### src/rtl/byte_ring_fifo_with_lock_slot_core_defines.svh
// ----------------------------------------------------------------------------
// Assertion macros for the byte ring FIFO core
// Concurrent checks on the core ports; empty bodies in synthesis builds.
// ----------------------------------------------------------------------------
`ifndef BYTE_RING_FIFO_WITH_LOCK_SLOT_CORE_DEFINES_SVH
`define BYTE_RING_FIFO_WITH_LOCK_SLOT_CORE_DEFINES_SVH

`ifndef SYNTHESIS
`define BRFL_ASSERT_IMP(lbl, clk, rst_n, ante, cons) \
    lbl: assert property (@(posedge clk) disable iff (!rst_n) (ante) |-> (cons)) \
        else $error("brfl assertion failed");
`define BRFL_ASSERT_NXT(lbl, clk, rst_n, ante, cons) \
    lbl: assert property (@(posedge clk) disable iff (!rst_n) (ante) |=> (cons)) \
        else $error("brfl assertion failed");
`else
`define BRFL_ASSERT_IMP(lbl, clk, rst_n, ante, cons)
`define BRFL_ASSERT_NXT(lbl, clk, rst_n, ante, cons)
`endif

`endif

### src/rtl/brfl_pkg.sv
// ----------------------------------------------------------------------------
// brfl_pkg
// Shared types, codes and helper functions of the byte ring FIFO core.
// ----------------------------------------------------------------------------
package brfl_pkg;

    localparam int unsigned BSW = 9;  // buffer size / free count width
    localparam int unsigned DW  = 8;  // byte width

    typedef enum logic [2:0] {
        MODE_READ   = 3'd0,
        MODE_WRITE  = 3'd1,
        MODE_CLAIM  = 3'd2,
        MODE_LOCK   = 3'd3,
        MODE_UNLOCK = 3'd4,
        MODE_FILL   = 3'd5
    } t_mode;

    typedef enum logic [1:0] {
        ST_CLEAR,
        ST_IDLE,
        ST_EXEC,
        ST_DONE
    } t_state;

    typedef struct packed {
        t_mode           mode;
        logic [DW-1:0]   data_in;
        logic [DW-1:0]   slot_in;
    } t_request;

    typedef struct packed {
        logic            ok;
        logic [DW-1:0]   read_data;
        logic [DW-1:0]   claimed_slot;
        logic [BSW-1:0]  free_count;
    } t_result;

    // size in use: zero acts as one, above the storage depth acts as the depth
    function automatic logic [BSW-1:0] f_eff_size(logic [BSW-1:0] bs, int unsigned depth);
        logic [BSW-1:0] r;
        if (bs == '0) begin
            r = BSW'(1);
        end else if (32'(bs) > depth) begin
            r = BSW'(depth);
        end else begin
            r = bs;
        end
        return r;
    endfunction

    function automatic logic [BSW-1:0] f_advance(logic [BSW-1:0] idx, logic [BSW-1:0] size);
        logic [BSW:0] s;
        s = {1'b0, idx} + (BSW+1)'(1);
        if (s >= {1'b0, size}) begin
            return '0;
        end
        return s[BSW-1:0];
    endfunction

endpackage

### src/rtl/brfl_mem.sv
// ----------------------------------------------------------------------------
// brfl_mem
// Byte storage: one write port, one read port, registered read data.
// ----------------------------------------------------------------------------
module brfl_mem import brfl_pkg::*; #(
    parameter int unsigned DEPTH = 256,
    localparam int unsigned AW = $clog2(DEPTH)
) (
    input  logic          i_clk,
    input  logic          i_we,
    input  logic [AW-1:0] i_waddr,
    input  logic [DW-1:0] i_wdata,
    input  logic          i_re,
    input  logic [AW-1:0] i_raddr,
    output logic [DW-1:0] o_rdata
);

    logic [DW-1:0] r_mem [DEPTH];
    logic [DW-1:0] r_q;

    always_ff @(posedge i_clk) begin
        if (i_we) begin
            r_mem[i_waddr] <= i_wdata;
        end
    end

    always_ff @(posedge i_clk) begin
        if (i_re) begin
            r_q <= r_mem[i_raddr];
        end
    end

    assign o_rdata = r_q;

endmodule

### src/rtl/brfl_ctrl.sv
// ----------------------------------------------------------------------------
// brfl_ctrl
// Sequencer, ring pointers, free count and lock slot; drives the storage
// ports and runs the clearing pass after reset.
// ----------------------------------------------------------------------------
module brfl_ctrl import brfl_pkg::*; #(
    parameter int unsigned DEPTH = 256,
    localparam int unsigned AW = $clog2(DEPTH)
) (
    input  logic           i_clk,
    input  logic           i_rst_n,
    input  logic           i_cfg_valid,
    input  logic [BSW-1:0] i_cfg_size,
    input  logic           i_req_valid,
    input  t_request       i_req,
    output logic           o_req_ready,
    output logic           o_res_valid,
    output t_result        o_res,
    input  logic           i_res_ready,
    output logic           o_mem_we,
    output logic [AW-1:0]  o_mem_waddr,
    output logic [DW-1:0]  o_mem_wdata,
    output logic           o_mem_re,
    output logic [AW-1:0]  o_mem_raddr,
    input  logic [DW-1:0]  i_mem_rdata
);

    localparam logic [BSW-1:0] RST_SIZE = f_eff_size(BSW'(256), DEPTH);

    t_state         r_state, n_state;
    logic [AW-1:0]  r_clr_addr;
    t_request       r_req;
    logic [BSW-1:0] r_size;
    logic [BSW-1:0] r_head, n_head;
    logic [BSW-1:0] r_tail, n_tail;
    logic [BSW-1:0] r_free, n_free;
    logic           r_lock_act, n_lock_act;
    logic [DW-1:0]  r_lock_slot, n_lock_slot;
    logic           r_ok, n_ok;
    logic           r_rd_ok, n_rd_ok;
    logic [DW-1:0]  r_claim, n_claim;
    logic           head_locked, tail_locked;
    logic           x_we;
    logic [AW-1:0]  x_waddr;

    // next state
    always_comb begin
        n_state = r_state;
        case (r_state)
            ST_CLEAR: begin
                if (r_clr_addr == AW'(DEPTH - 1)) n_state = ST_IDLE;
            end
            ST_IDLE: begin
                if (i_req_valid) n_state = ST_EXEC;
            end
            ST_EXEC: begin
                n_state = ST_DONE;
            end
            ST_DONE: begin
                if (i_res_ready) n_state = ST_IDLE;
            end
            default: begin
                n_state = ST_CLEAR;
            end
        endcase
    end

    // state outputs
    always_comb begin
        o_req_ready = 1'b0;
        o_res_valid = 1'b0;
        o_mem_we    = 1'b0;
        o_mem_waddr = x_waddr;
        o_mem_wdata = r_req.data_in;
        case (r_state)
            ST_CLEAR: begin
                o_mem_we    = 1'b1;
                o_mem_waddr = r_clr_addr;
                o_mem_wdata = '0;
            end
            ST_IDLE: begin
                o_req_ready = 1'b1;
            end
            ST_EXEC: begin
                o_mem_we = x_we;
            end
            ST_DONE: begin
                o_res_valid = 1'b1;
            end
            default: begin
                o_req_ready = 1'b0;
            end
        endcase
    end

    assign head_locked = r_lock_act && ({1'b0, r_lock_slot} == r_head);
    assign tail_locked = r_lock_act && ({1'b0, r_lock_slot} == r_tail);

    // operation datapath, active in ST_EXEC
    always_comb begin
        n_head      = r_head;
        n_tail      = r_tail;
        n_free      = r_free;
        n_lock_act  = r_lock_act;
        n_lock_slot = r_lock_slot;
        n_ok        = 1'b0;
        n_rd_ok     = 1'b0;
        n_claim     = '0;
        x_we        = 1'b0;
        x_waddr     = AW'(r_head);
        o_mem_re    = 1'b0;
        o_mem_raddr = AW'(r_tail);
        if (r_state == ST_EXEC) begin
            case (r_req.mode)
                MODE_READ: begin
                    if ((r_free < r_size) && !tail_locked) begin
                        o_mem_re = 1'b1;
                        n_rd_ok  = 1'b1;
                        n_ok     = 1'b1;
                        n_tail   = f_advance(r_tail, r_size);
                        n_free   = r_free + BSW'(1);
                    end
                end
                MODE_WRITE, MODE_CLAIM: begin
                    if ((r_free != '0) && !head_locked) begin
                        x_we   = (r_req.mode == MODE_WRITE);
                        n_ok   = 1'b1;
                        n_head = f_advance(r_head, r_size);
                        n_free = r_free - BSW'(1);
                        if (r_req.mode == MODE_CLAIM) n_claim = r_head[DW-1:0];
                    end
                end
                MODE_LOCK: begin
                    n_lock_act  = 1'b1;
                    n_lock_slot = r_req.slot_in;
                    n_ok        = 1'b1;
                end
                MODE_UNLOCK: begin
                    n_lock_act  = 1'b0;
                    n_lock_slot = '0;
                    n_ok        = 1'b1;
                end
                MODE_FILL: begin
                    x_waddr = AW'(r_req.slot_in);
                    if ({1'b0, r_req.slot_in} < r_size) begin
                        x_we = 1'b1;
                        n_ok = 1'b1;
                    end
                end
                default: begin
                    n_ok = 1'b0;
                end
            endcase
        end
    end

    always_ff @(posedge i_clk) begin
        if (!i_rst_n) begin
            r_state     <= ST_CLEAR;
            r_clr_addr  <= '0;
            r_size      <= RST_SIZE;
            r_head      <= '0;
            r_tail      <= '0;
            r_free      <= RST_SIZE;
            r_lock_act  <= 1'b0;
            r_lock_slot <= '0;
        end else begin
            r_state <= n_state;
            if (r_state == ST_CLEAR) r_clr_addr <= r_clr_addr + AW'(1);
            if (i_cfg_valid) begin
                r_size      <= f_eff_size(i_cfg_size, DEPTH);
                r_free      <= f_eff_size(i_cfg_size, DEPTH);
                r_head      <= '0;
                r_tail      <= '0;
                r_lock_act  <= 1'b0;
                r_lock_slot <= '0;
            end else begin
                r_head      <= n_head;
                r_tail      <= n_tail;
                r_free      <= n_free;
                r_lock_act  <= n_lock_act;
                r_lock_slot <= n_lock_slot;
            end
        end
    end

    always_ff @(posedge i_clk) begin
        if (r_state == ST_IDLE) r_req <= i_req;
        if (r_state == ST_EXEC) begin
            r_ok    <= n_ok;
            r_rd_ok <= n_rd_ok;
            r_claim <= n_claim;
        end
    end

    assign o_res.ok           = r_ok;
    assign o_res.read_data    = r_rd_ok ? i_mem_rdata : '0;
    assign o_res.claimed_slot = r_claim;
    assign o_res.free_count   = r_free;

endmodule

### src/rtl/brfl_out.sv
// ----------------------------------------------------------------------------
// brfl_out
// Output register for result transactions.
// ----------------------------------------------------------------------------
module brfl_out import brfl_pkg::*; (
    input  logic    i_clk,
    input  logic    i_rst_n,
    input  logic    i_valid,
    input  t_result i_res,
    output logic    o_ready,
    output logic    o_valid,
    output t_result o_res,
    input  logic    i_ready
);

    logic    r_valid;
    t_result r_res;

    assign o_ready = !r_valid || i_ready;

    always_ff @(posedge i_clk) begin
        if (!i_rst_n) begin
            r_valid <= 1'b0;
        end else if (o_ready) begin
            r_valid <= i_valid;
        end
    end

    always_ff @(posedge i_clk) begin
        if (o_ready && i_valid) r_res <= i_res;
    end

    assign o_valid = r_valid;
    assign o_res   = r_res;

endmodule

### src/rtl/byte_ring_fifo_with_lock_slot_core.sv
// ----------------------------------------------------------------------------
// byte_ring_fifo_with_lock_slot_core
// Circular byte FIFO with a programmable used length and one lockable slot.
// ----------------------------------------------------------------------------
// After reset the core zeroes its storage, one entry per cycle, over all DEPTH
// entries; it takes no transaction until that pass ends, while size writes on
// the config channel are taken at any time. Each request transaction then
// runs in order: the request is registered, the storage is accessed and the
// pointers update, and the registered read data passes into the output
// register once that register is free. The next request is taken once that
// result has moved to the output register, even while it waits for i_ready.
// A size write restarts the pointers and the lock but keeps the stored bytes.
`include "byte_ring_fifo_with_lock_slot_core_defines.svh"

module byte_ring_fifo_with_lock_slot_core import brfl_pkg::*; #(
    parameter int unsigned DEPTH = 256
) (
    input  logic           i_clk,
    input  logic           i_rst_n,
    input  logic           i_cfg_valid,
    output logic           o_cfg_ready,
    input  logic [BSW-1:0] i_cfg_buffer_size,
    input  logic           i_valid,
    output logic           o_ready,
    input  logic [2:0]     i_mode,
    input  logic [DW-1:0]  i_data_in,
    input  logic [DW-1:0]  i_slot_in,
    output logic           o_valid,
    input  logic           i_ready,
    output logic           o_ok,
    output logic [DW-1:0]  o_read_data,
    output logic [DW-1:0]  o_claimed_slot,
    output logic [BSW-1:0] o_free_count
);

    localparam int unsigned AW = $clog2(DEPTH);

    t_request      req;
    t_result       res, out_res;
    logic          res_valid, res_ready;
    logic          mem_we, mem_re;
    logic [AW-1:0] mem_waddr, mem_raddr;
    logic [DW-1:0] mem_wdata, mem_rdata;

    assign o_cfg_ready  = 1'b1;
    assign req.mode     = t_mode'(i_mode);
    assign req.data_in  = i_data_in;
    assign req.slot_in  = i_slot_in;

    brfl_ctrl #(.DEPTH(DEPTH)) u_ctrl (
        .i_clk       (i_clk),
        .i_rst_n     (i_rst_n),
        .i_cfg_valid (i_cfg_valid),
        .i_cfg_size  (i_cfg_buffer_size),
        .i_req_valid (i_valid),
        .i_req       (req),
        .o_req_ready (o_ready),
        .o_res_valid (res_valid),
        .o_res       (res),
        .i_res_ready (res_ready),
        .o_mem_we    (mem_we),
        .o_mem_waddr (mem_waddr),
        .o_mem_wdata (mem_wdata),
        .o_mem_re    (mem_re),
        .o_mem_raddr (mem_raddr),
        .i_mem_rdata (mem_rdata)
    );

    brfl_mem #(.DEPTH(DEPTH)) u_mem (
        .i_clk   (i_clk),
        .i_we    (mem_we),
        .i_waddr (mem_waddr),
        .i_wdata (mem_wdata),
        .i_re    (mem_re),
        .i_raddr (mem_raddr),
        .o_rdata (mem_rdata)
    );

    brfl_out u_out (
        .i_clk   (i_clk),
        .i_rst_n (i_rst_n),
        .i_valid (res_valid),
        .i_res   (res),
        .o_ready (res_ready),
        .o_valid (o_valid),
        .o_res   (out_res),
        .i_ready (i_ready)
    );

    assign o_ok           = out_res.ok;
    assign o_read_data    = out_res.read_data;
    assign o_claimed_slot = out_res.claimed_slot;
    assign o_free_count   = out_res.free_count;

    `BRFL_ASSERT_NXT(a_one_in_flight, i_clk, i_rst_n, i_valid && o_ready, !o_ready)
    `BRFL_ASSERT_IMP(a_free_in_range, i_clk, i_rst_n, o_valid, 32'(o_free_count) <= DEPTH)
    `BRFL_ASSERT_IMP(a_refused_zero, i_clk, i_rst_n, o_valid && !o_ok, (o_read_data == '0) && (o_claimed_slot == '0))

endmodule
### config.mk
export PLATFORM = sky130hd
export DESIGN_NAME = byte_ring_fifo_with_lock_slot_core
export DESIGN_NICKNAME = d
export VERILOG_FILES = /design/src/rtl/brfl_pkg.sv /design/src/rtl/brfl_mem.sv /design/src/rtl/brfl_ctrl.sv /design/src/rtl/brfl_out.sv /design/src/rtl/byte_ring_fifo_with_lock_slot_core.sv
export VERILOG_INCLUDE_DIRS = /design/src /design/src/rtl
export SDC_FILE = /design/constraint.sdc
export NUM_CORES = 2
export LEC_CHECK = 0
export CAP_MARGIN = 20
export CORE_ASPECT_RATIO = 0.6
export CORE_MARGIN = 3
export CORE_UTILIZATION = 60
export DETAILED_ROUTE_END_ITERATION = 10
export DONT_BUFFER_PORTS = 1
export PLACE_DENSITY = 0.87
export SYNTH_ARGS = -nofsm -noshare
export SYNTH_HDL_FRONTEND = slang
export SYNTH_SLANG_ARGS = --single-unit
### constraint.sdc
create_clock -name i_clk -period 9.7 [get_ports i_clk]
set_clock_uncertainty 0.1 [all_clocks]
set_input_delay 1.455 -clock i_clk [delete_from_list [all_inputs] [get_ports i_clk]]
set_output_delay 1.455 -clock i_clk [all_outputs]
set_load 0.1 [all_outputs]
==> results.toml <==
[worst_setup_path]
crit_top_cell = "buf_4"
r2r_end = "u_mem.o_rdata[1]"
cp.arrival_ns = 5.90
critPathLaunchType = "flop"
reg2regPathDepth = 8
critical_path_class = "flop to flop"
cp.required_ns = 10.11
cp_max_fo = 52
rrSetupSlack_ns = 4.21
max_stage_delay_ns = 0.93
crit_buf_inv = 2
r2r-start = "u_ctrl.r_tail[1]"
crit_family = "compound AO/OA/AOI/OAI gates"
critPathSlowestCell = "dfxtp_4"
worst_setup_path_end_kind = "flop"
path_cells = "buf_4 -> buf_4 -> mux2i_1 -> o22ai_1 -> a211oi_1 -> a21oi_1 -> a31oi_1 -> nor4_1"

[pwr]
leakagePower_nw = 28.9
seqPwrFrac_pct = 58.0
p_sw_share_pct = 20.6
ir_drop_v = 0.000162
cellPowerDensity_nw_per_um2 = 189
clkPwrFrac_pct = 41.1
combPwrFrac_pct = 0.9
power.switching_mw = 3.60
internal_power_mw = 13.9

[clock_network]
ctsResizeCount = 0
clk_pin_slew_ns = 0.07
htree_levels = 4
cts_tree = "built"
clockRootBuffer = "clkbuf_16"
cts_sinks = 2167
hold_buffers = 0
cts_setup_buffers = 0
numCtsBuffers = 171
clockBufferDepth = 3
clkLatencyLatePin_ns = 0.84

[floorplan]
start_util_pct = 60.9
die_h_um = 298
io_pins = 62
coreArea_um2 = 140000
fp.dieW_um = 493
dieArea_um2 = 147000
num_rows = 106

[cells_and_area]
fin_area_um2 = 92500
areaGrowthSynthToFinish_pct = 8.42
drive_above_1_share_pct = 19.8
nets = 4294

[status]
violations = "design-rule violations"
status = "finished, violations left"

[sta]
hold_viol_final = 0
relSlewSlack_pct = 0.747
whs_ns = 0.317
period_needed_ns = 5.49
setup_tns_ns = 0
max_freq_mhz = 182
rsz0062_at_grt = "false"
slew_viol_final = 0
period_share_pct = 56.6
finalSetupViolCount = 0
worstMarginPinSlew_ns = 1.49

[route]
drtIter0Drc = 8607
vias = 46832
drc = 5
post_drt_wl_per_cell_um = 37.7
drt-pass1-iter-count = 11
vias_per_cell = 7.49
routed_wl_mm = 236
antenna_left = 0

[global_routing]
grt_pass1_wl_mm = 339
grt_usage_pct = 32.2
grt_antenna_before_repair = 6
grt_pass1_vias = 46248
grt_max_degree = 257
grt_overflow_total = 0

[logic_synthesis]
synth_most_common_cell = "edfxtp_1"
synthTopCellsByArea = "edfxtp_1, mux4_2, nor2_1"
seq_area_frac_synth_pct = 75.6
synth_cell_types = 77
synth_seq_cells = 2167
synth.avg_cell_area_um2 = 20.2
ys_warn_count = 0
synth_common_cells = "edfxtp_1, mux4_2, nor2_1"
synth.top_cell.area_share_pct = 74.3
synth_nets = 4295
async_flop_share_pct = 0
synth_top_cell_by_area = "edfxtp_1"
netlist_area_um2 = 85300
ys.flop_type = "edfxtp_1"
synth-edff-count = 2111
syn_inst = 4213

[place]
dp_hpwl_mm = 122
port-buffer-count = 0
placed_cell_area_um2 = 86800
gp_congestion = 0.871

[worst_hold_path]
hp-start = "u_ctrl.r_claim[2]"
hold_path_end = "u_out.o_res[11]"
min-delay-path-class = "flop to flop"
holdPathStages = 0

[run]
maxCapViolations = 0
-- per-stage QoR --
stage	total power [mW]	util [%]	instances	worst slack [ns]
5_1_grt	17.8	66.0	6245	4.14
3_3_place_gp	10.5	61.9	5920	4.71
2_1_floorplan	10.4	-	4213	0.824
4_1_cts	17.4	65.8	6236	4.54
6_report	17.5	66.0	6251	4.21
3_5_place_dp	10.5	61.9	5921	4.58
-- worst max path at each step --
stage | start | slack, ns | cells after the start | end
after global placement | u_ctrl.r_tail[1] | 4.71 | 8 | u_mem.o_rdata[2]
after CTS | u_ctrl.r_tail[1] | 4.54 | 8 | u_mem.o_rdata[2]
after floorplan | u_ctrl.r_state[0] | 0.82 | 5 | u_mem.r_mem[0][0]
final | u_ctrl.r_tail[1] | 4.21 | 8 | u_mem.o_rdata[1]
after detailed placement | u_ctrl.r_tail[1] | 4.58 | 8 | u_mem.o_rdata[2]
after global routing | u_ctrl.r_tail[1] | 4.14 | 8 | u_mem.o_rdata[1]
-- metal layers --
metal	GRT usage (%)	wire length (µm)	vias up
li1	-	-	17383
met1	43.7	77700	23495
met2	48.7	110000	5034
met3	11.2	36500	914
met4	12.6	12000	6
met5	0	51	-
-- state kept, by name, indices dropped and copies added, names as in the netlist, 9 cells and up --
signal and count:
u_ctrl.r_req 19, u_ctrl.r_size 9, u_out.o_res 26, u_mem.r_mem 2048, u_ctrl.r_free 9, u_ctrl.r_head 9, u_ctrl.r_tail 9
-- kinds of logic (layout without fill, tap and decap cells) --
| family | after synthesis | count (layout) | synth area share [%] |
|---|---|---|---|
| mux | 572 | 572 | 13.9 |
| buf+inv | 252 | 393 | 1.89 |
| flops | 2167 | 2167 | 75.6 |
| xor+xnor | 41 | 41 | 0.421 |
| compound gates | 466 | 466 | 3.92 |
| other cells | 1 | 8 | 0.00440 |
| simple gates | 665 | 665 | 3.54 |
| fa+ha+maj | 49 | 49 | 0.728 |
-- cells in the final DEF, fill, tap and decap left out, drive strengths merged, types with 8 or more instances in the layout --
master  count
nor2      362
mux4      488
or3        13
xnor2      14
nand2     119
a22o       42
dfxtp      56
nor4       21
o21a       13
a221oi     16
clkinv     77
a211oi     24
o22ai     139
bufinv     14
a211o      17
o211ai      9
ha         48
and2       33
o21ai      36
a22oi      65
xor2       27
a21oi      37
inv        25
buf        60
nor2b      22
nand3      32
mux2i      82
a31oi      30
nor3       13
a21o       11
clkbuf    210
nand2b     18
and3        8
edfxtp   2111
-- layout make-up --
type / count / area [µm²]
fillers: 8054 / 47700
clock inverters: 106 / 976
inverters: 17 / 63.8
flip-flops and latches: 2167 / 64500
diodes: 7 / 17.5
clock buffers: 209 / 4520
repair buffers: 61 / 721
well taps: 1890 / 2360
multi-input cells: 1794 / 19300
-- power by group through the flow --
stage / clock, mW / combinational (mW) / sequential (mW)
final: 7.19 / 0.158 / 10.1
after global routing: 7.47 / 0.160 / 10.1
after CTS: 7.15 / 0.147 / 10.1
after detailed placement: 0 / 0.142 / 10.3
after global placement: 0 / 0.137 / 10.3
after floorplan: 0 / 0.0896 / 10.3
Power figures use the tool's default switching activity.
